## config.mk

```make
export PLATFORM = sky130hd
export DESIGN_NAME = dual_rssi_window_median_top_flat
export DESIGN_NICKNAME = d
export VERILOG_FILES = /design/src/sv/rdwm_pkg.sv /design/src/sv/rdwm_if.sv /design/src/sv/dual_rssi_window_median_top.sv /design/src/sv/rdwm_lane.sv /design/src/flat_wrapper.sv
export VERILOG_INCLUDE_DIRS = /design/src /design/src/sv
export SDC_FILE = /design/constraint.sdc
export NUM_CORES = 1
export LEC_CHECK = 0
export BUFFER_PORTS_ARGS = -buffer_cell sky130_fd_sc_hd__clkbuf_2
export CORE_ASPECT_RATIO = 1.25
export CORE_MARGIN = 4
export CORE_UTILIZATION = 62
export CTS_BUF_LIST = sky130_fd_sc_hd__clkbuf_16
export DETAILED_ROUTE_END_ITERATION = 10
export PLACE_DENSITY = 0.8
export SETUP_SLACK_MARGIN = 0.3
export SLEW_MARGIN = 20
export SYNTH_ARGS = -nofsm -noshare
export SYNTH_HDL_FRONTEND = slang
export SYNTH_HIERARCHICAL = 1
export SYNTH_SLANG_ARGS = --single-unit
export TNS_END_PERCENT = 20
```

## constraint.sdc

```tcl
create_clock -name clk -period 7.5 [get_ports clk]
set_input_delay 0.375 -clock clk [delete_from_list [all_inputs] [get_ports clk]]
set_output_delay 0.375 -clock clk [all_outputs]
set_load 0.01 [all_outputs]
```

## src/sv/dual_rssi_window_median_top_macros.svh

```systemverilog
// Assertion macros for the dual signal-strength window median block.
// Included by the top level; define ASSERT_OFF to compile them out.
`ifndef DUAL_RSSI_WINDOW_MEDIAN_TOP_MACROS_SVH
`define DUAL_RSSI_WINDOW_MEDIAN_TOP_MACROS_SVH

`ifndef ASSERT_OFF

// Same-cycle implication, disabled during reset.
`define RDWM_ASSERT_IMP(lbl, clk, rst, ante, cons) \
  lbl: assert property (@(posedge clk) disable iff (rst) (ante) |-> (cons)) \
    else $error("rdwm assertion failed");

// Next-cycle implication, disabled during reset.
`define RDWM_ASSERT_NXT(lbl, clk, rst, ante, cons) \
  lbl: assert property (@(posedge clk) disable iff (rst) (ante) |=> (cons)) \
    else $error("rdwm assertion failed");

`else

`define RDWM_ASSERT_IMP(lbl, clk, rst, ante, cons)
`define RDWM_ASSERT_NXT(lbl, clk, rst, ante, cons)

`endif

`endif

```

## src/sv/rdwm_pkg.sv

```systemverilog
// Package for the dual signal-strength window median block.
// Holds the item op codes, the sequencer states and the lane control struct.
`timescale 1ns / 1ps
`default_nettype none

package rdwm_pkg;

  // Op codes carried by an input item.
  typedef enum logic [1:0] {
    OP_STORE = 2'd0,
    OP_LATCH = 2'd1,
    OP_CLEAR = 2'd2
  } op_t;

  // Sequencer states of the top level.
  typedef enum logic [1:0] {
    ST_IDLE,
    ST_SEARCH,
    ST_EMIT
  } state_t;

  // Median reported when no sample is stored.
  localparam logic signed [7:0] EMPTY_MEDIAN = -8'sd128;

  // Control from the sequencer to each lane.
  typedef struct packed {
    logic write;
    logic search;
  } lane_ctl_t;

endpackage

`default_nettype wire

```

## src/sv/rdwm_if.sv

```systemverilog
// Valid/ready channel interfaces for the window median block.
// rdwm_in_if carries sample, latch and clear items; rdwm_out_if carries medians.
`timescale 1ns / 1ps
`default_nettype none

interface rdwm_in_if;
  logic              valid;
  logic              ready;
  logic [1:0]        op;
  logic signed [7:0] central_sample;
  logic signed [7:0] peripheral_sample;
  logic              transfer_ok;

  modport source (output valid, op, central_sample, peripheral_sample, transfer_ok,
                  input ready);
  modport sink (input valid, op, central_sample, peripheral_sample, transfer_ok,
                output ready);
endinterface

interface rdwm_out_if;
  logic              valid;
  logic              ready;
  logic signed [7:0] central_median;
  logic signed [7:0] peripheral_median;
  logic [2:0]        sample_count;

  modport source (output valid, central_median, peripheral_median, sample_count,
                  input ready);
  modport sink (input valid, central_median, peripheral_median, sample_count,
                output ready);
endinterface

`default_nettype wire

```

## src/sv/dual_rssi_window_median_top.sv

```systemverilog
// Top level of the dual signal-strength window median block.
// Depends on rdwm_pkg, rdwm_if, rdwm_lane and the assertion macro header.
`timescale 1ns / 1ps
`default_nettype none
`include "dual_rssi_window_median_top_macros.svh"

// Keeps the last WINDOW_DEPTH central and peripheral samples in two rings and
// reports the median of each on a latch item with a good transfer (-128 for
// both when empty). Store, clear and unused-op items are handled in the idle
// state, and so is a latch item whose transfer failed. A latch item with a good
// transfer on a non-empty history passes through a search state, where the two
// lanes scan the stored ring entries, one per cycle, as median candidate,
// counting its rank against all stored entries in parallel, then an emit state. The
// result sits in an output register, so the next item is taken while it waits
// to be collected; a later latch holds in its emit state for as long as an
// earlier result still waits there.
module dual_rssi_window_median_top #(
  parameter int WINDOW_DEPTH = 7
) (
  input  wire         clk,
  input  wire         rst,
  rdwm_in_if.sink     in_ch,
  rdwm_out_if.source  out_ch
);
  import rdwm_pkg::*;

  localparam int IDX_W = (WINDOW_DEPTH > 1) ? $clog2(WINDOW_DEPTH) : 1;
  localparam int CNT_W = $clog2(WINDOW_DEPTH + 1);

  state_t            state;
  state_t            state_next;
  lane_ctl_t         ctl;
  logic [IDX_W-1:0]  cand;
  logic [IDX_W-1:0]  write_slot;
  logic [CNT_W-1:0]  fill;
  logic              acc;
  logic              out_free;
  logic              out_valid;
  logic signed [7:0] out_central;
  logic signed [7:0] out_peripheral;
  logic [2:0]        out_count;
  logic signed [7:0] central_med;
  logic signed [7:0] peripheral_med;

  assign in_ch.ready = (state == ST_IDLE);
  assign acc         = in_ch.valid && in_ch.ready;
  assign out_free    = !out_valid || out_ch.ready;

  // Sequencer: next state and lane controls.
  always_comb begin
    state_next = state;
    ctl        = '0;
    case (state)
      ST_IDLE: begin
        if (acc) begin
          case (in_ch.op)
            OP_STORE: ctl.write = 1'b1;
            OP_LATCH: begin
              if (in_ch.transfer_ok) begin
                state_next = (fill == '0) ? ST_EMIT : ST_SEARCH;
              end
            end
            default: ;
          endcase
        end
      end
      ST_SEARCH: begin
        ctl.search = 1'b1;
        if (CNT_W'(cand) == fill - CNT_W'(1)) begin
          state_next = ST_EMIT;
        end
      end
      ST_EMIT: begin
        if (out_free) begin
          state_next = ST_IDLE;
        end
      end
      default: state_next = ST_IDLE;
    endcase
  end

  always_ff @(posedge clk) begin
    if (rst) begin
      state <= ST_IDLE;
    end else begin
      state <= state_next;
    end
  end

  // Candidate index steps through the stored entries during the search.
  always_ff @(posedge clk) begin
    if (state == ST_SEARCH) begin
      cand <= cand + IDX_W'(1);
    end else begin
      cand <= '0;
    end
  end

  // Fill count and write slot of the shared history.
  always_ff @(posedge clk) begin
    if (rst) begin
      fill       <= '0;
      write_slot <= '0;
    end else if (acc && (in_ch.op == OP_STORE)) begin
      if (fill != CNT_W'(WINDOW_DEPTH)) begin
        fill <= fill + CNT_W'(1);
      end
      if (write_slot == IDX_W'(WINDOW_DEPTH - 1)) begin
        write_slot <= '0;
      end else begin
        write_slot <= write_slot + IDX_W'(1);
      end
    end else if (acc && (in_ch.op == OP_CLEAR)) begin
      fill       <= '0;
      write_slot <= '0;
    end
  end

  // Channel lanes.
  rdwm_lane #(
    .WINDOW_DEPTH (WINDOW_DEPTH),
    .IDX_W        (IDX_W),
    .CNT_W        (CNT_W)
  ) u_central (
    .clk     (clk),
    .ctl     (ctl),
    .wr_slot (write_slot),
    .wr_data (in_ch.central_sample),
    .cand    (cand),
    .fill    (fill),
    .median  (central_med)
  );

  rdwm_lane #(
    .WINDOW_DEPTH (WINDOW_DEPTH),
    .IDX_W        (IDX_W),
    .CNT_W        (CNT_W)
  ) u_peripheral (
    .clk     (clk),
    .ctl     (ctl),
    .wr_slot (write_slot),
    .wr_data (in_ch.peripheral_sample),
    .cand    (cand),
    .fill    (fill),
    .median  (peripheral_med)
  );

  // Merge stage: combine the lane medians into the output register.
  always_ff @(posedge clk) begin
    if (rst) begin
      out_valid <= 1'b0;
    end else if ((state == ST_EMIT) && out_free) begin
      out_valid <= 1'b1;
    end else if (out_ch.ready) begin
      out_valid <= 1'b0;
    end
  end

  always_ff @(posedge clk) begin
    if ((state == ST_EMIT) && out_free) begin
      out_central    <= (fill == '0) ? EMPTY_MEDIAN : central_med;
      out_peripheral <= (fill == '0) ? EMPTY_MEDIAN : peripheral_med;
      out_count      <= 3'(fill);
    end
  end

  assign out_ch.valid             = out_valid;
  assign out_ch.central_median    = out_central;
  assign out_ch.peripheral_median = out_peripheral;
  assign out_ch.sample_count      = out_count;

  // Checks on the sequencer and history bookkeeping.
  `RDWM_ASSERT_IMP(a_fill_bound, clk, rst, 1'b1, fill <= CNT_W'(WINDOW_DEPTH))
  `RDWM_ASSERT_IMP(a_slot_bound, clk, rst, 1'b1, CNT_W'(write_slot) < CNT_W'(WINDOW_DEPTH))
  `RDWM_ASSERT_NXT(a_latch_search, clk, rst, acc && (in_ch.op == OP_LATCH) && in_ch.transfer_ok && (fill != '0), state == ST_SEARCH)
  `RDWM_ASSERT_NXT(a_emit_loads, clk, rst, (state == ST_EMIT) && out_free, out_valid && (state == ST_IDLE))
  `RDWM_ASSERT_NXT(a_store_fill, clk, rst, acc && (in_ch.op == OP_STORE) && (fill != CNT_W'(WINDOW_DEPTH)), fill == $past(fill) + CNT_W'(1))

endmodule

`default_nettype wire

```

## src/sv/rdwm_lane.sv

```systemverilog
// One channel lane: the sample ring and a rank-counting median search.
// Depends on rdwm_pkg for the lane control struct.
`timescale 1ns / 1ps
`default_nettype none

module rdwm_lane #(
  parameter int WINDOW_DEPTH = 7,
  parameter int IDX_W        = 3,
  parameter int CNT_W        = 3
) (
  input  wire                     clk,
  input  rdwm_pkg::lane_ctl_t     ctl,
  input  wire [IDX_W-1:0]         wr_slot,
  input  wire signed [7:0]        wr_data,
  input  wire [IDX_W-1:0]         cand,
  input  wire [CNT_W-1:0]         fill,
  output logic signed [7:0]       median
);
  import rdwm_pkg::*;

  logic signed [7:0]       ring [WINDOW_DEPTH];
  logic signed [7:0]       cand_val;
  logic [WINDOW_DEPTH-1:0] below;
  logic [CNT_W-1:0]        rank;

  // Ring write; entries are only read after they have been written.
  always_ff @(posedge clk) begin
    if (ctl.write) begin
      ring[wr_slot] <= wr_data;
    end
  end

  // Count the stored entries that sort ahead of the candidate. Equal values
  // are ordered by slot, so exactly one candidate has rank fill/2.
  always_comb begin
    cand_val = ring[cand];
    for (int j = 0; j < WINDOW_DEPTH; j++) begin
      below[j] = (CNT_W'(j) < fill) &&
                 ((ring[j] < cand_val) || ((ring[j] == cand_val) && (IDX_W'(j) < cand)));
    end
    rank = CNT_W'($countones(below));
  end

  // Capture the candidate whose rank is the middle one.
  always_ff @(posedge clk) begin
    if (ctl.search && (rank == (fill >> 1))) begin
      median <= cand_val;
    end
  end

endmodule

`default_nettype wire

```

## src/flat_wrapper.sv

```systemverilog
// flat-port wrapper written by rule: the top's interface ports become plain ports
module dual_rssi_window_median_top_flat import rdwm_pkg::*;
#(
  parameter int WINDOW_DEPTH = 7
)
  (clk, rst, in_ch_valid, in_ch_op, in_ch_central_sample, in_ch_peripheral_sample, in_ch_transfer_ok, in_ch_ready, out_ch_valid, out_ch_central_median, out_ch_peripheral_median, out_ch_sample_count, out_ch_ready);
  rdwm_in_if in_ch_i ();
  rdwm_out_if out_ch_i ();
  input  wire clk;
  input  wire rst;
  input wire logic [$bits(in_ch_i.valid)-1:0] in_ch_valid;
  input wire logic [$bits(in_ch_i.op)-1:0] in_ch_op;
  input wire logic [$bits(in_ch_i.central_sample)-1:0] in_ch_central_sample;
  input wire logic [$bits(in_ch_i.peripheral_sample)-1:0] in_ch_peripheral_sample;
  input wire logic [$bits(in_ch_i.transfer_ok)-1:0] in_ch_transfer_ok;
  output wire logic [$bits(in_ch_i.ready)-1:0] in_ch_ready;
  output wire logic [$bits(out_ch_i.valid)-1:0] out_ch_valid;
  output wire logic [$bits(out_ch_i.central_median)-1:0] out_ch_central_median;
  output wire logic [$bits(out_ch_i.peripheral_median)-1:0] out_ch_peripheral_median;
  output wire logic [$bits(out_ch_i.sample_count)-1:0] out_ch_sample_count;
  input wire logic [$bits(out_ch_i.ready)-1:0] out_ch_ready;
  assign in_ch_i.valid = in_ch_valid;
  assign in_ch_i.op = in_ch_op;
  assign in_ch_i.central_sample = in_ch_central_sample;
  assign in_ch_i.peripheral_sample = in_ch_peripheral_sample;
  assign in_ch_i.transfer_ok = in_ch_transfer_ok;
  assign in_ch_ready = in_ch_i.ready;
  assign out_ch_valid = out_ch_i.valid;
  assign out_ch_central_median = out_ch_i.central_median;
  assign out_ch_peripheral_median = out_ch_i.peripheral_median;
  assign out_ch_sample_count = out_ch_i.sample_count;
  assign out_ch_i.ready = out_ch_ready;
  dual_rssi_window_median_top #(.WINDOW_DEPTH(WINDOW_DEPTH)) u_core (.clk(clk), .rst(rst), .in_ch(in_ch_i), .out_ch(out_ch_i));
endmodule
```

# ---- Word-level counts from Yosys, hierarchy flattened
# Memories as Yosys holds them, arrays and structs flattened. A register that Yosys moved wholly into a read port is not among the register bits.
# Index checks and enable logic that the tools add are counted.
dict set report word_totals {
  wordCells 164
  input_bits 23
  n_memories 2
  out_inout_bits 21
  register_bits 47
  mem_bits_rw 112
}
# memory words word_bits read_ports rd_ports_with_merged_regs wr line_no
set memory_table {}
lappend memory_table {u_core.u_central.ring 7 8 8 1 1 rdwm_lane.sv:21} ;# logic signed [7:0] ring [WINDOW_DEPTH];
lappend memory_table {u_core.u_peripheral.ring 7 8 8 1 1 rdwm_lane.sv:21}
dict set report op_classes {
  n_reduce_logical 57
  eq_ne 29
  magnitude_cmp 28
  add_sub_neg 16
  muxes 22
}
# op n
set ops {}
lappend ops {{equality test 8 bit} 14}
lappend ops {{less-than comparator 8 bit} 14}
lappend ops {{logical AND 1 bit} 34}
lappend ops {{2-to-1 mux 3 bit} 7}
lappend ops {{less-than comparator 3 bit (first input constant)} 6}
lappend ops {{logical OR 1 bit} 15}
lappend ops {{adder 1 x 1 -> 2 bit} 6}
lappend ops {{less-than comparator 1 x 3 -> 1 bit (first input constant)} 4}
lappend ops {{less-than comparator 2 x 3 -> 1 bit (first input constant)} 4}
lappend ops {{2-to-1 mux 2 bit} 6}
lappend ops {{adder 3 x 1 -> 3 bit (second input constant)} 3}
lappend ops {{2-to-1 mux 1 bit} 8}
lappend ops {{inequality test 2 bit (second input constant)} 4}
lappend ops {{adder 2 x 1 -> 3 bit} 2}
lappend ops {{adder 2 x 2 -> 3 bit} 2}
lappend ops {{adder 3 bit} 2}
lappend ops {{equality test 3 x 2 -> 1 bit} 2}
lappend ops {{one-hot mux 2 bit (3 select lines)} 1}
lappend ops {{AND reduction 5 bit} 1}
lappend ops {{equality test 2 x 1 -> 1 bit (second input constant)} 2}
lappend ops {{equality test 2 bit (second input constant)} 2}
lappend ops {{logical NOT 2 bit} 2}
lappend ops {{inequality test 2 x 1 -> 1 bit (second input constant)} 2}
lappend ops {{nonzero test 2 bit} 2}
lappend ops {{7 further kinds} 7}

# ---- Logic depth before layout (Yosys ltp)
# Gate-level depths: netlist of the first run.
# An unclocked memory read counts as a cell.
dict set report depth {
  word_depth 10
  mapped_depth 20
}

# ---- By module
# Netlist of the first run, hierarchy kept.
# mod area_per_inst_um2 instances cells_per_inst
set modules_own_cells {}
lappend modules_own_cells {{rdwm_lane at u_core.u_central} 4244.1 1 305}
lappend modules_own_cells {{rdwm_lane at u_core.u_peripheral} 4242.8 1 302}
lappend modules_own_cells {dual_rssi_window_median_top 1356.3 1 109}

# ---- Worst setup path before layout of the first run
# Ideal clock, no wire load.
dict set report synth_path {
  kind {reg-to-reg}
  startpoint {reg u_core.cand[0]}
  endpoint {reg u_core.u_central.median[0], enable pin}
  setup_ns 0.383
  path_buffers 2
  required_ns 7.117
  path_stages_with_launch 19
  setup_slack_ns 1.585
  t_arrival_ns 5.532
  cell_sequence {dfxtp_1 > buf_6 > buf_12 > mux4_1 > o21ai_0 > ha_1 > nand3_1 > nor2_1 > a22o_1 > o31a_1 > fa_1 > inv_1 > fa_1 > inv_1 > fa_1 > inv_1 > fa_1 > xnor2_1 > nor3_1}
}
dict set report synth_via {
  elab_chain_len 9
  elab_cells_between_ends 36
  classes_between {add/sub (6); order compare (7); eq/ne (1); reduce/logical (22)}
}
# element line_no
set synth_lines {}
lappend synth_lines {{start, declared} dual_rssi_window_median_top.sv:33} ;# logic [IDX_W-1:0] cand;
lappend synth_lines {{start signal, assigned} dual_rssi_window_median_top.sv:93} ;# cand <= cand + IDX_W'(1);
lappend synth_lines {{less-than comparator 1 x 3 -> 1 bit, or another cell as far along} rdwm_lane.sv:39} ;# ((ring[j] < cand_val) || ((ring[j] == cand_val) && (IDX_W'(j) < cand)));
lappend synth_lines {{logical AND 1 bit} rdwm_lane.sv:39}
lappend synth_lines {{logical OR 1 bit} rdwm_lane.sv:39}
lappend synth_lines {{logical AND 1 bit} rdwm_lane.sv:38} ;# below[j] = (CNT_W'(j) < fill) &&
lappend synth_lines {{adder 1 x 1 -> 2 bit (not written as such)} rdwm_lane.sv:41} ;# rank = CNT_W'($countones(below));
lappend synth_lines {{adder 2 x 2 -> 3 bit (not written as such) or adder 2 x 1 -> 3 bit (tied branches)} rdwm_lane.sv:41}
lappend synth_lines {{adder 3 bit (not written as such) (*)} rdwm_lane.sv:41}
lappend synth_lines {{equality test 3 x 2 -> 1 bit (*)} rdwm_lane.sv:46} ;# if (ctl.search && (rank == (fill >> 1))) begin
lappend synth_lines {{logical AND 1 bit (*)} rdwm_lane.sv:46}
lappend synth_lines {{end signal, assigned} rdwm_lane.sv:47} ;# median <= cand_val;
lappend synth_lines {{end, declared} rdwm_lane.sv:17} ;# output logic signed [7:0] median
# Every way passes the cells marked *; elsewhere a longest branch is shown, timed or not.
# A chain may end at the register's enable or synchronous reset.

# ---- Final worst setup path of the first run
dict set report layout_path {
  startpoint {reg u_core.cand[0]}
  endpoint {reg u_core.u_peripheral.median[0], enable pin}
}
dict set report layout_via {
  elab_chain_len 9
  elab_cells_between_ends 36
  classes_between {add/sub (6); order compare (7); eq/ne (1); reduce/logical (22)}
}
# element line_no
set layout_lines {}
lappend layout_lines {{less-than comparator 1 x 3 -> 1 bit, or another cell as far along} rdwm_lane.sv:39}
lappend layout_lines {{logical AND 1 bit} rdwm_lane.sv:39}
lappend layout_lines {{logical OR 1 bit} rdwm_lane.sv:39}
lappend layout_lines {{logical AND 1 bit} rdwm_lane.sv:38}
lappend layout_lines {{adder 1 x 1 -> 2 bit (not written as such)} rdwm_lane.sv:41}
lappend layout_lines {{adder 2 x 2 -> 3 bit (not written as such) or adder 2 x 1 -> 3 bit (tied branches)} rdwm_lane.sv:41}
lappend layout_lines {{adder 3 bit (not written as such) (*)} rdwm_lane.sv:41}
lappend layout_lines {{equality test 3 x 2 -> 1 bit (*)} rdwm_lane.sv:46}
lappend layout_lines {{logical AND 1 bit (*)} rdwm_lane.sv:46}
lappend layout_lines {{end signal, assigned} rdwm_lane.sv:47}
lappend layout_lines {{end, declared} rdwm_lane.sv:17}
# Marked as above.

==> results of run 1 <==
## metrics by stage
step | cell area [um^2] | utilization | setup slack [ps] | instances | total power [mW]
floorplan | 9840 | - | 1580 | 716 | 1.15
global placement | 10300 | 0.663 | 1080 | 966 | 1.18
detailed placement | 10300 | 0.663 | 1020 | 966 | 1.19
CTS | 10900 | 0.698 | 984 | 998 | 2.01
global route | 10900 | 0.698 | 571 | 998 | 2.08
finish | 10900 | 0.698 | 929 | 998 | 2.00
## power breakdown
| part | leakage, nW | internal, mW | total [mW] | switching [mW] |
|---|---|---|---|---|
| Combinational | 2.26 | 0.0359 | 0.0947 | 0.0588 |
| Sequential | 1.59 | 1.07 | 1.08 | 0.00599 |
| Clock | 0.260 | 0.435 | 0.829 | 0.394 |
| Total | 4.12 | 1.54 | 2.00 | 0.459 |
## cell families (layout without fill, tap and decap cells)
kind of cell / Yosys count / in the layout / synth area share
simple gates: 163 / 163 / 0.0883
mux: 48 / 48 / 0.0974
xor+xnor: 8 / 8 / 0.00877
buf+inv: 75 / 145 / 0.0347
fa+ha+maj: 125 / 125 / 0.165
compound gates: 122 / 122 / 0.0841
flops: 175 / 175 / 0.522
## cell usage after synthesis (2+ instances only)
| cell type | count | area (um^2) |
|---|---|---|
| edfxtp_1 | 163 | 4890 |
| ha_1 | 117 | 1460 |
| inv_1 | 57 | 214 |
| a21oi_1 | 48 | 240 |
| nor2_1 | 34 | 128 |
| nand4_1 | 25 | 156 |
| nand2_1 | 24 | 90.1 |
| mux4_1 | 20 | 526 |
| nand2b_1 | 17 | 106 |
| and2_1 | 15 | 93.8 |
| nor2b_1 | 15 | 93.8 |
| nor3_1 | 15 | 75.1 |
| mux2i_1 | 14 | 140 |
| o211ai_1 | 13 | 97.6 |
| dfxtp_1 | 12 | 240 |
| mux4_2 | 12 | 270 |
| nand3_1 | 12 | 60.1 |
| a21o_1 | 9 | 67.6 |
| a211oi_1 | 8 | 60.1 |
| fa_1 | 8 | 160 |
| buf_2 | 7 | 35.0 |
| o21ai_0 | 6 | 30.0 |
| o32ai_1 | 6 | 52.6 |
| a2111oi_0 | 5 | 43.8 |
| clkbuf_1 | 5 | 18.8 |
| xnor2_1 | 5 | 43.8 |
| o21ai_1 | 4 | 20.0 |
| o31a_1 | 4 | 35.0 |
| a31oi_1 | 3 | 18.8 |
| o22a_1 | 3 | 26.3 |
| a22o_1 | 2 | 17.5 |
| buf_12 | 2 | 40.0 |
| buf_6 | 2 | 22.5 |
| mux2_2 | 2 | 22.5 |
| o221a_2 | 2 | 22.5 |
| o22ai_1 | 2 | 12.5 |
| o32a_1 | 2 | 20.0 |
| or3_1 | 2 | 12.5 |
| xor2_1 | 2 | 17.5 |
## worst max-delay path: cells and delay by family, from the launching register on
family	cells	cell delay [ps]
AND/OR/NAND/NOR	3	360
adder cells (fa/ha/maj)	5	2300
buffers and inverters	5	740
multiplexers	2	1240
flip-flops	1	960
XOR/XNOR	1	140
AO/OA/AOI/OAI	3	520
## flip-flops by register name (all words and copies together) (netlist names)
| register | flops |
|---|---|
| u_core/u_peripheral/ring | 64 |
| u_core/u_central/median | 8 |
| u_core/cand | 3 |
| u_core/u_central/ring | 64 |
| u_core/u_peripheral/median | 8 |
| u_core/write_slot | 3 |
| u_core/state | 2 |
| u_core/out_ch.sample_count | 3 |
| u_core/fill | 3 |
| u_core/out_ch.central_median | 8 |
| u_core/out_ch.valid | 1 |
| u_core/out_ch.peripheral_median | 8 |
## path summary, 6_finish.rpt
check / start / to / slack (ps)
hold / removal: in_ch_peripheral_sample[0] / u_core/u_peripheral/ring[3][0] / 220
setup / recovery: u_core/cand[0] / u_core/u_peripheral/median[0] / 930
setup reg to reg: u_core/cand[0] / u_core/u_peripheral/median[0] / 930
hold reg to reg: u_core/u_central/median[7] / u_core/out_ch.central_median[7] / 520
## metal layers
layer  part of all wire  up-vias
met5                  0        -
met4              0.043        0
met3              0.060       68
met2               0.54      308
met1               0.36     3269
li1                   -     2912
## cell type report
class / instances / share of cell area
flip-flops and latches: 175 / 0.473
multi-input cells: 466 / 0.403
inverters: 57 / 0.0197
well taps: 212 / 0.0244
clock inverters: 15 / 0.0121
repair buffers: 56 / 0.0288
clock buffers: 17 / 0.0391
==> run metrics, run 1 <==
Seq/Total Area, Yosys=0.522; Die Y-Extent=149 um; crit-path max FO=28; max-slew violations=0; final hold vios=0; dpl hpwl=17800 um; hold crit path type=input pin to flop; Worst VDD drop=0.000155 V; number of DRC markers in iteration 0=around 420; crit path DAT=6700 ps; Setup Fix Bufs, Post-CTS=0; count of different cell masters after synthesis=51; Syn-to-layout area delta=10.5%; CTS tree=yes; PD cells=about 180 mW/mm^2; initial antenna violation count=0; met1 Usage GRT=0.322; row count=51; synthesized cell area=0.00984 mm^2; Slowest-stage cell, CP=dfxtp_2; fin crit period=6570 ps; Worst Setup Path Type=flop to flop; Mapped Cells=716; Die Width=121 um; GRT Residual Overflow=0; Clock Latency Late Sink=430 ps; drt wl/cell=24.3 um; setup tns final=0 ps; Max Cap Viol=0; CTS Buffer Depth=2; Initial Util=0.632; CORE AREA=0.0156 mm^2; syn nets=864; Worst-Margin Slew=1080 ps; first-pass iteration count of the detailed router=5; drt total wl=24200 um; Post-synth EDFFs=around 160; largest net degree at the start of global routing=33; post-detailed-route via-to-cell ratio=approximately 6.6; layout cell share with drive strength beyond 1=0.146; Multi-input gate area=0.00439 mm^2; critical-path cell list=buf_4, mux4_1, mux2i_1, ha_1, nand3_1, nor2_1, a22o_1, o32a_1, o31a_1, fa_1, inv_1, fa_1, inv_1, fa_1, inv_1, fa_1, xnor2_1, nor3_1, buf_4; Resize count post-CTS=0; Final setup viols=0; Worst-path clk slew=70 ps; grt peak-use layer=met2; WHS=221 ps; final net count=921; Crit path required time=roughly 7600 ps; Root Driver=clkbuf_16; sequential cell area=~0.005 mm^2; Final period util=0.876; IO Port Bufs=43; startpoint class of the critical path=flop; Achievable Freq=0.152 GHz; first-pass GRT wire length=37400 um; Via Count=6557; CTS buffer count=17; ys async rst share=0; outcome=finished clean; worst hold stages=1; antenna viol nets, final=0; Static Leak=~4.1 nW; via count of the first global-routing pass=6740; H-tree levels=4; ys flop type=edfxtp_1; commonest non-fill, non-tap cell in the layout=edfxtp_1; synth warn=6; most frequent CP cell=fa_1; post-synthesis register bit count=175; RSZ-0062 raised after global routing=no; clk sink count=~180; cells on worst reg2reg path=19; commonest non-fill, non-tap cells in the layout=edfxtp_1 (163), ha_1 (117), inv_1 (57), a21oi_1 (48), clkbuf_2 (43); met2 usage=0.507; Post-Route Skew=9.69 ps; Max transition margin=0.257; diode count=0; I/O pin total=44; area of the die=around 0.018 mm^2; global placement routability congestion=around 0.99; GRT Resource Usage Total=0.281; Post-CTS Hold Fix Bufs=0; max incr delay on CP=960 ps; FILL cells=around 1100; Avg Cell Area, Syn=13.7 um^2; # DRC=0; Worst Setup End Kind=flop; met3 usage=0.0448
Note: power is estimated with default switching activity, not from simulation.
==> run 2, diff against run 1 <==
Settings changed: CAP_MARGIN from default to 20, RECOVER_POWER from default to 100.
==> run 2 against run 1 <==
  * The flow now finishes with violations (max-capacitance violations, max-slew violations)
  * Largest cell class unchanged
  * First-iteration DRC count fell by 0.96%
  * Worst hold slack better by 40 ps
  * Highest routed layer unchanged
  * Die area unchanged
==> run metrics, run 2 (synthesis results as in run 1) <==
crit-path max FO=27 (was 28); commonest non-fill, non-tap cells in the layout=edfxtp_1 (163), ha_1 (117), inv_1 (57), a21oi_1 (48), clkbuf_1 (41) (was edfxtp_1 (163), ha_1 (117), inv_1 (57), a21oi_1 (48), clkbuf_2 (43)); area of the die=0.0180 mm^2 (unchanged); drt wl/cell=24.3 um (about the same); wl on met1=8940 um (was 8730 um); # DRC=0 (unchanged); switch share=0.229 (about the same); initial antenna violation count=0 (unchanged); Static Leak=3.95 nW (was 4.12 nW); failing checks=max-capacitance violations, max-slew violations; cells on worst reg2reg path=18 (was 19); Post-CTS Hold Fix Bufs=0 (unchanged); post-route core utilization=0.691 (was 0.698); Crit path required time=7590 ps (was 7630 ps); first-pass iteration count of the detailed router=5 (unchanged); largest net degree at the start of global routing=33 (unchanged); WHS=261 ps (was 221 ps); Worst VDD drop=0.000155 V (about the same); clk sink count=175 (unchanged); via count of the first global-routing pass=6740 (unchanged); I/O pin total=44 (unchanged); IO Port Bufs=43 (unchanged); RSZ-0062 raised after global routing=no (unchanged); outcome=complete, but fails checks (was finished clean); fin crit period=6860 ps (was 6570 ps); sequential share of power=0.539 (was 0.538); number of DRC markers in iteration 0=413 (was 417); Max transition margin=-0.280 (was 0.257); Achievable Freq=0.146 GHz (was 0.152 GHz); worst hold stages=2 (was 1); Combinational Power Share=0.046 (was 0.047); Resize count post-CTS=0 (unchanged); clock share of power=0.415 (about the same); CTS tree=yes (unchanged); Initial Util=0.632 (unchanged); Highest Signal Layer=met4 (unchanged); post-detailed-route via-to-cell ratio=6.57 (about the same); max incr delay on CP=1340 ps (was 960 ps); top flop regs=u_core/u_central/ring (64), u_core/u_peripheral/ring (64) (unchanged); met3 WL=1230 um (was 1450 um); Root Driver=clkbuf_16 (unchanged); max-slew violations=64 (was 0); crit path DAT=6950 ps (was 6700 ps); Worst-Margin Slew=1910 ps (was 1080 ps); critical path buffer and inverter count=5 (unchanged); Power Internal=1.54 mW (about the same); DP Cell Count=966 (unchanged); PD cells=185 mW/mm^2 (was 184 mW/mm^2); most frequent CP cell=fa_1 (unchanged); commonest non-fill, non-tap cell in the layout=edfxtp_1 (unchanged); metal2 WL=13000 um (about the same); Syn-to-layout area delta=9.24% (was 10.5%); global placement routability congestion=0.994 (unchanged); Final period util=0.915 (was 0.876); dpl cell area=0.0103 mm^2 (unchanged); Setup Fix Bufs, Post-CTS=0 (unchanged); Crit. path cell count=18 (was 19); Slowest-stage cell, CP=dfxtp_1 (was dfxtp_2); critical-path cell list=mux4_1, o21ai_0, clkbuf_1, ha_1, nand3_1, nor2_1, a22o_1, o31a_1, fa_1, inv_1, fa_1, inv_1, fa_1, inv_1, fa_1, xnor2_1, nor3_1, clkbuf_1 (was buf_4, mux4_1, mux2i_1, ha_1, nand3_1, nor2_1, a22o_1, o32a_1, o31a_1, fa_1, inv_1, fa_1, inv_1, fa_1, inv_1, fa_1, xnor2_1, nor3_1, buf_4); final hold vios=0 (unchanged); GRT Resource Usage Total=0.281 (unchanged); hold crit path type=input pin to flop (unchanged); Die Width=121 um (unchanged); Die Y-Extent=149 um (unchanged); startpoint class of the critical path=flop (unchanged); Sw Pwr=0.456 mW (was 0.459 mW); final net count=921 (unchanged); Final setup viols=0 (unchanged); Worst Setup Path Type=flop to flop (unchanged); first-pass GRT wire length=37400 um (unchanged); Post-Route Skew=10.1 ps (was 9.69 ps); row count=51 (unchanged); layout cell share with drive strength beyond 1=0.0827 (was 0.146); CTS buffer count=17 (unchanged); Worst Setup End Kind=flop (unchanged); GRT Residual Overflow=0 (unchanged); antenna viol nets, final=0 (unchanged); Via Count=6552 (was 6557); Clock Latency Late Sink=420 ps (was 430 ps); CORE AREA=0.0156 mm^2 (unchanged); final instance area=0.0108 mm^2 (was 0.0109 mm^2); diode count=0 (unchanged); Max Cap Viol=5 (was 0); drt total wl=24200 um (about the same); critical path's top delay family=adder cells (unchanged); Finished Layout Cells=998 (unchanged); Worst-path clk slew=70 ps (about the same); dpl hpwl=17800 um (unchanged); H-tree levels=4 (unchanged); setup tns final=0 ps (unchanged); CTS Buffer Depth=2 (unchanged)
run 2: layer usage:
layer,vias to the layer above,GRT usage
li1,2917,-
met1,3286,0.322
met2,277,0.507
met3,72,0.0448
met4,0,0.139
met5,-,0
run 2: power by group through the flow:
stage          registers (mW)  clock network, mW  logic [mW]
4_1_cts                  1.08              0.841      0.0936
6_report                 1.08              0.827      0.0912
5_1_grt                  1.08              0.895       0.101
3_5_place_dp             1.10                  0      0.0925
3_3_place_gp             1.10                  0      0.0883
2_1_floorplan            1.09                  0      0.0556
run 2: layout make-up:
class	count	area (um^2)
tap	212	265
clock inverter	15	131
multi-input combinational	466	4330
sequential	175	5140
fill	1112	4820
clock buffer	17	425
timing repair buffer	56	251
inverter	57	214
run 2: final timing paths:
kind / from / end / slack (ps)
min: rst / u_core/fill[1] / 260
max: u_core/cand[1] / u_core/u_central/median[1] / 640
max reg2reg: u_core/cand[1] / u_core/u_central/median[1] / 640
min reg2reg: u_core/u_central/median[7] / u_core/out_ch.central_median[7] / 520
run 2: through the flow:
stage                     setup slack (ps)  power, mW
after floorplan                       1580       1.15
after global placement                1080       1.18
after detailed placement              1020       1.19
after CTS                              984       2.01
after global routing                   331       2.07
final                                  639       1.99
==> run 3, diff against run 2 <==
Settings changed: CORE_UTILIZATION 62 to 50, PLACE_DENSITY 0.8 to 0.67.
==> run 3 against run 2 <==
  * The flow still finishes with violations (max-capacitance violations, max-slew violations)
  * Worst setup slack gained 75 ps
  * Core utilization shrank 13 points
  * Critical path depth grew 1
  * First-iteration DRC count up 8.5%
  * Via count is 3.7% lower
  * Largest power group unchanged
  * Final area increased by 0.76%
  * Clock skew increased by 5.8 ps
  * Fmax rose by 1.1%
  * Cell count increased by 5.5%
  * Global-route usage is 5.0 points lower
==> run metrics, run 3 (synthesis results as in run 1) <==
outcome=complete, but fails checks (unchanged); failing checks=max-capacitance violations, max-slew violations (unchanged); Worst Setup End Kind=flop (unchanged); commonest non-fill, non-tap cell in the layout=edfxtp_1 (unchanged); Worst Setup Path Type=flop to flop (unchanged); worst setup path endpoint=u_core/u_central/median[6] (was u_core/u_central/median[1]); switch share=0.232 (was 0.229); clk sink count=175 (unchanged); IO Port Bufs=43 (unchanged); Final setup viols=0 (unchanged); sequential share of power=0.536 (was 0.539); Slowest-stage cell, CP=dfxtp_2 (was dfxtp_1); CTS tree=yes (unchanged); Worst-path clk slew=80 ps (was 70 ps); PD cells=185 mW/mm^2 (about the same); critical-path cell list=clkbuf_1, mux4_1, mux2i_1, ha_1, nand2_1, nor2_1, a22o_1, o32a_1, o31a_1, fa_1, inv_1, fa_1, inv_1, fa_1, inv_1, fa_1, xnor2_1, nor3_1, buf_4 (was mux4_1, o21ai_0, clkbuf_1, ha_1, nand3_1, nor2_1, a22o_1, o31a_1, fa_1, inv_1, fa_1, inv_1, fa_1, inv_1, fa_1, xnor2_1, nor3_1, clkbuf_1); dpl hpwl=18500 um (was 17800 um); final hold vios=0 (unchanged); CORE AREA=0.0194 mm^2 (was 0.0156 mm^2); diode count=0 (unchanged); Achievable Freq=0.147 GHz (was 0.146 GHz); setup tns final=0 ps (unchanged); Root Driver=clkbuf_16 (unchanged); Worst VDD drop=0.000143 V (was 0.000155 V); largest net degree at the start of global routing=34 (was 33); initial antenna violation count=0 (unchanged); Clock Latency Late Sink=440 ps (was 420 ps); post-detailed-route via-to-cell ratio=5.99 (was 6.57); Crit path required time=7640 ps (was 7590 ps); H-tree levels=4 (unchanged); via count of the first global-routing pass=6670 (was 6740); GRT Resource Usage Total=0.231 (was 0.281); Die Width=133 um (was 121 um); RSZ-0062 raised after global routing=no (unchanged); Via Count=6310 (was 6552); area of the die=0.0220 mm^2 (was 0.0180 mm^2); DP Cell Count=1021 (was 966); RR Startpoint=u_core/cand[0] (was u_core/cand[1]); first-pass GRT wire length=37200 um (was 37400 um); CTS buffer count=17 (unchanged); CTS Buffer Depth=2 (unchanged); drt wl/cell=23.3 um (was 24.3 um); Final period util=0.905 (was 0.915); first-pass iteration count of the detailed router=5 (unchanged); final net count=923 (was 921); Multi-input gate area=0.00434 mm^2 (was 0.00433 mm^2); # DRC=0 (unchanged); crit-path max FO=33 (was 27); antenna viol nets, final=0 (unchanged); clock share of power=0.420 (was 0.415); Power Internal=1.54 mW (about the same); Max Cap Viol=5 (unchanged); Finished Layout Cells=1053 (was 998); FF-to-FF End=u_core/u_central/median[6] (was u_core/u_central/median[1]); hold_sp=rst (unchanged); Sw Pwr=0.465 mW (was 0.456 mW); Static Leak=3.96 nW (was 3.95 nW); Post-CTS Hold Fix Bufs=0 (unchanged); drt total wl=24600 um (was 24200 um); hold crit path type=input pin to flop (unchanged); most frequent CP cell=fa_1 (unchanged); max incr delay on CP=970 ps (was 1340 ps); max-slew violations=56 (was 64); Syn-to-layout area delta=10.1% (was 9.24%); Die Y-Extent=165 um (was 149 um); top flop regs=u_core/u_central/ring (64), u_core/u_peripheral/ring (64) (unchanged); I/O pin total=44 (unchanged); global placement routability congestion=0.948 (was 0.994); Worst-Margin Slew=1990 ps (was 1910 ps); row count=57 (was 51); Setup Fix Bufs, Post-CTS=0 (unchanged); crit path DAT=6930 ps (was 6950 ps); Max transition margin=-0.334 (was -0.280); FILL cells=1658 (was 1112); cells on worst reg2reg path=19 (was 18); fin crit period=6790 ps (was 6860 ps); crit path from=u_core/cand[0] (was u_core/cand[1]); Initial Util=0.507 (was 0.632); GRT Residual Overflow=0 (unchanged); worst reg-to-reg setup slack=710 ps (was 640 ps); Post-Route Skew=15.9 ps (was 10.1 ps); startpoint class of the critical path=flop (unchanged); commonest non-fill, non-tap cells in the layout=edfxtp_1 (163), ha_1 (117), inv_1 (58), a21oi_1 (48), clkbuf_1 (47) (was edfxtp_1 (163), ha_1 (117), inv_1 (57), a21oi_1 (48), clkbuf_1 (41)); Resize count post-CTS=0 (unchanged); number of DRC markers in iteration 0=448 (was 413); sequential cell area=0.00514 mm^2 (unchanged); layout cell share with drive strength beyond 1=0.0799 (was 0.0827); Combinational Power Share=0.044 (was 0.046)
## run 3: through the flow
stage / hold WS, ps / area, um^2 / power (mW) / setup WS, ps / util
5_1_grt: 261 / 10800 / 2.08 / 301 / 0.559
2_1_floorplan: 474 / 9840 / 1.15 / 1580 / -
3_3_place_gp: 502 / 10400 / 1.19 / 1120 / 0.536
3_5_place_dp: 493 / 10400 / 1.19 / 998 / 0.536
4_1_cts: 194 / 11000 / 2.02 / 969 / 0.565
6_report: 257 / 10800 / 2.01 / 714 / 0.559
## run 3: final cells by class
class | count | share of cell area
multi-input cells | 466 | 0.401
clock buffers | 17 | 0.0393
flip-flops and latches | 175 | 0.474
inverters | 57 | 0.0197
well taps | 265 | 0.0306
clock inverters | 15 | 0.0129
repair buffers | 58 | 0.0225
## run 3: how the worst min path moves through the flow
| stage | endpoint | depth (start not counted) | slack, ps |
|---|---|---|---|
| 4_1_cts | u_core/u_peripheral/ring[6][1] | 1 | 190 |
| 6_report | u_core/write_slot[0] | 2 | 260 |
| 2_1_floorplan | u_core/u_central/ring[0][0] | 0 | 470 |
| 5_1_grt | u_core/write_slot[0] | 2 | 260 |
| 3_5_place_dp | u_core/out_ch.central_median[7] | 1 | 490 |
| 3_3_place_gp | u_core/out_ch.central_median[7] | 1 | 500 |
## run 3: routing by layer
metal	share of wire	global-route usage
met2	0.54	0.433
met5	0	0
met4	0.040	0.114
met3	0.030	0.0369
met1	0.39	0.253
## run 3: worst max-delay path: cells and delay by family, from the launching register on
| kind | cells | cell delay [ps] |
|---|---|---|
| simple gates | 3 | 350 |
| flops | 1 | 970 |
| mux | 2 | 1300 |
| fa+ha+maj | 5 | 2260 |
| compound gates | 3 | 510 |
| xor+xnor | 1 | 140 |
| buf+inv | 5 | 940 |
## run 3: power by group through the flow
stage	clock (mW)	sequential, mW	combinational, mW
after detailed placement	0	1.10	0.0918
after global placement	0	1.10	0.0889
after CTS	0.856	1.08	0.0925
after floorplan	0	1.09	0.0556
after global routing	0.903	1.08	0.0998
final	0.843	1.08	0.0888
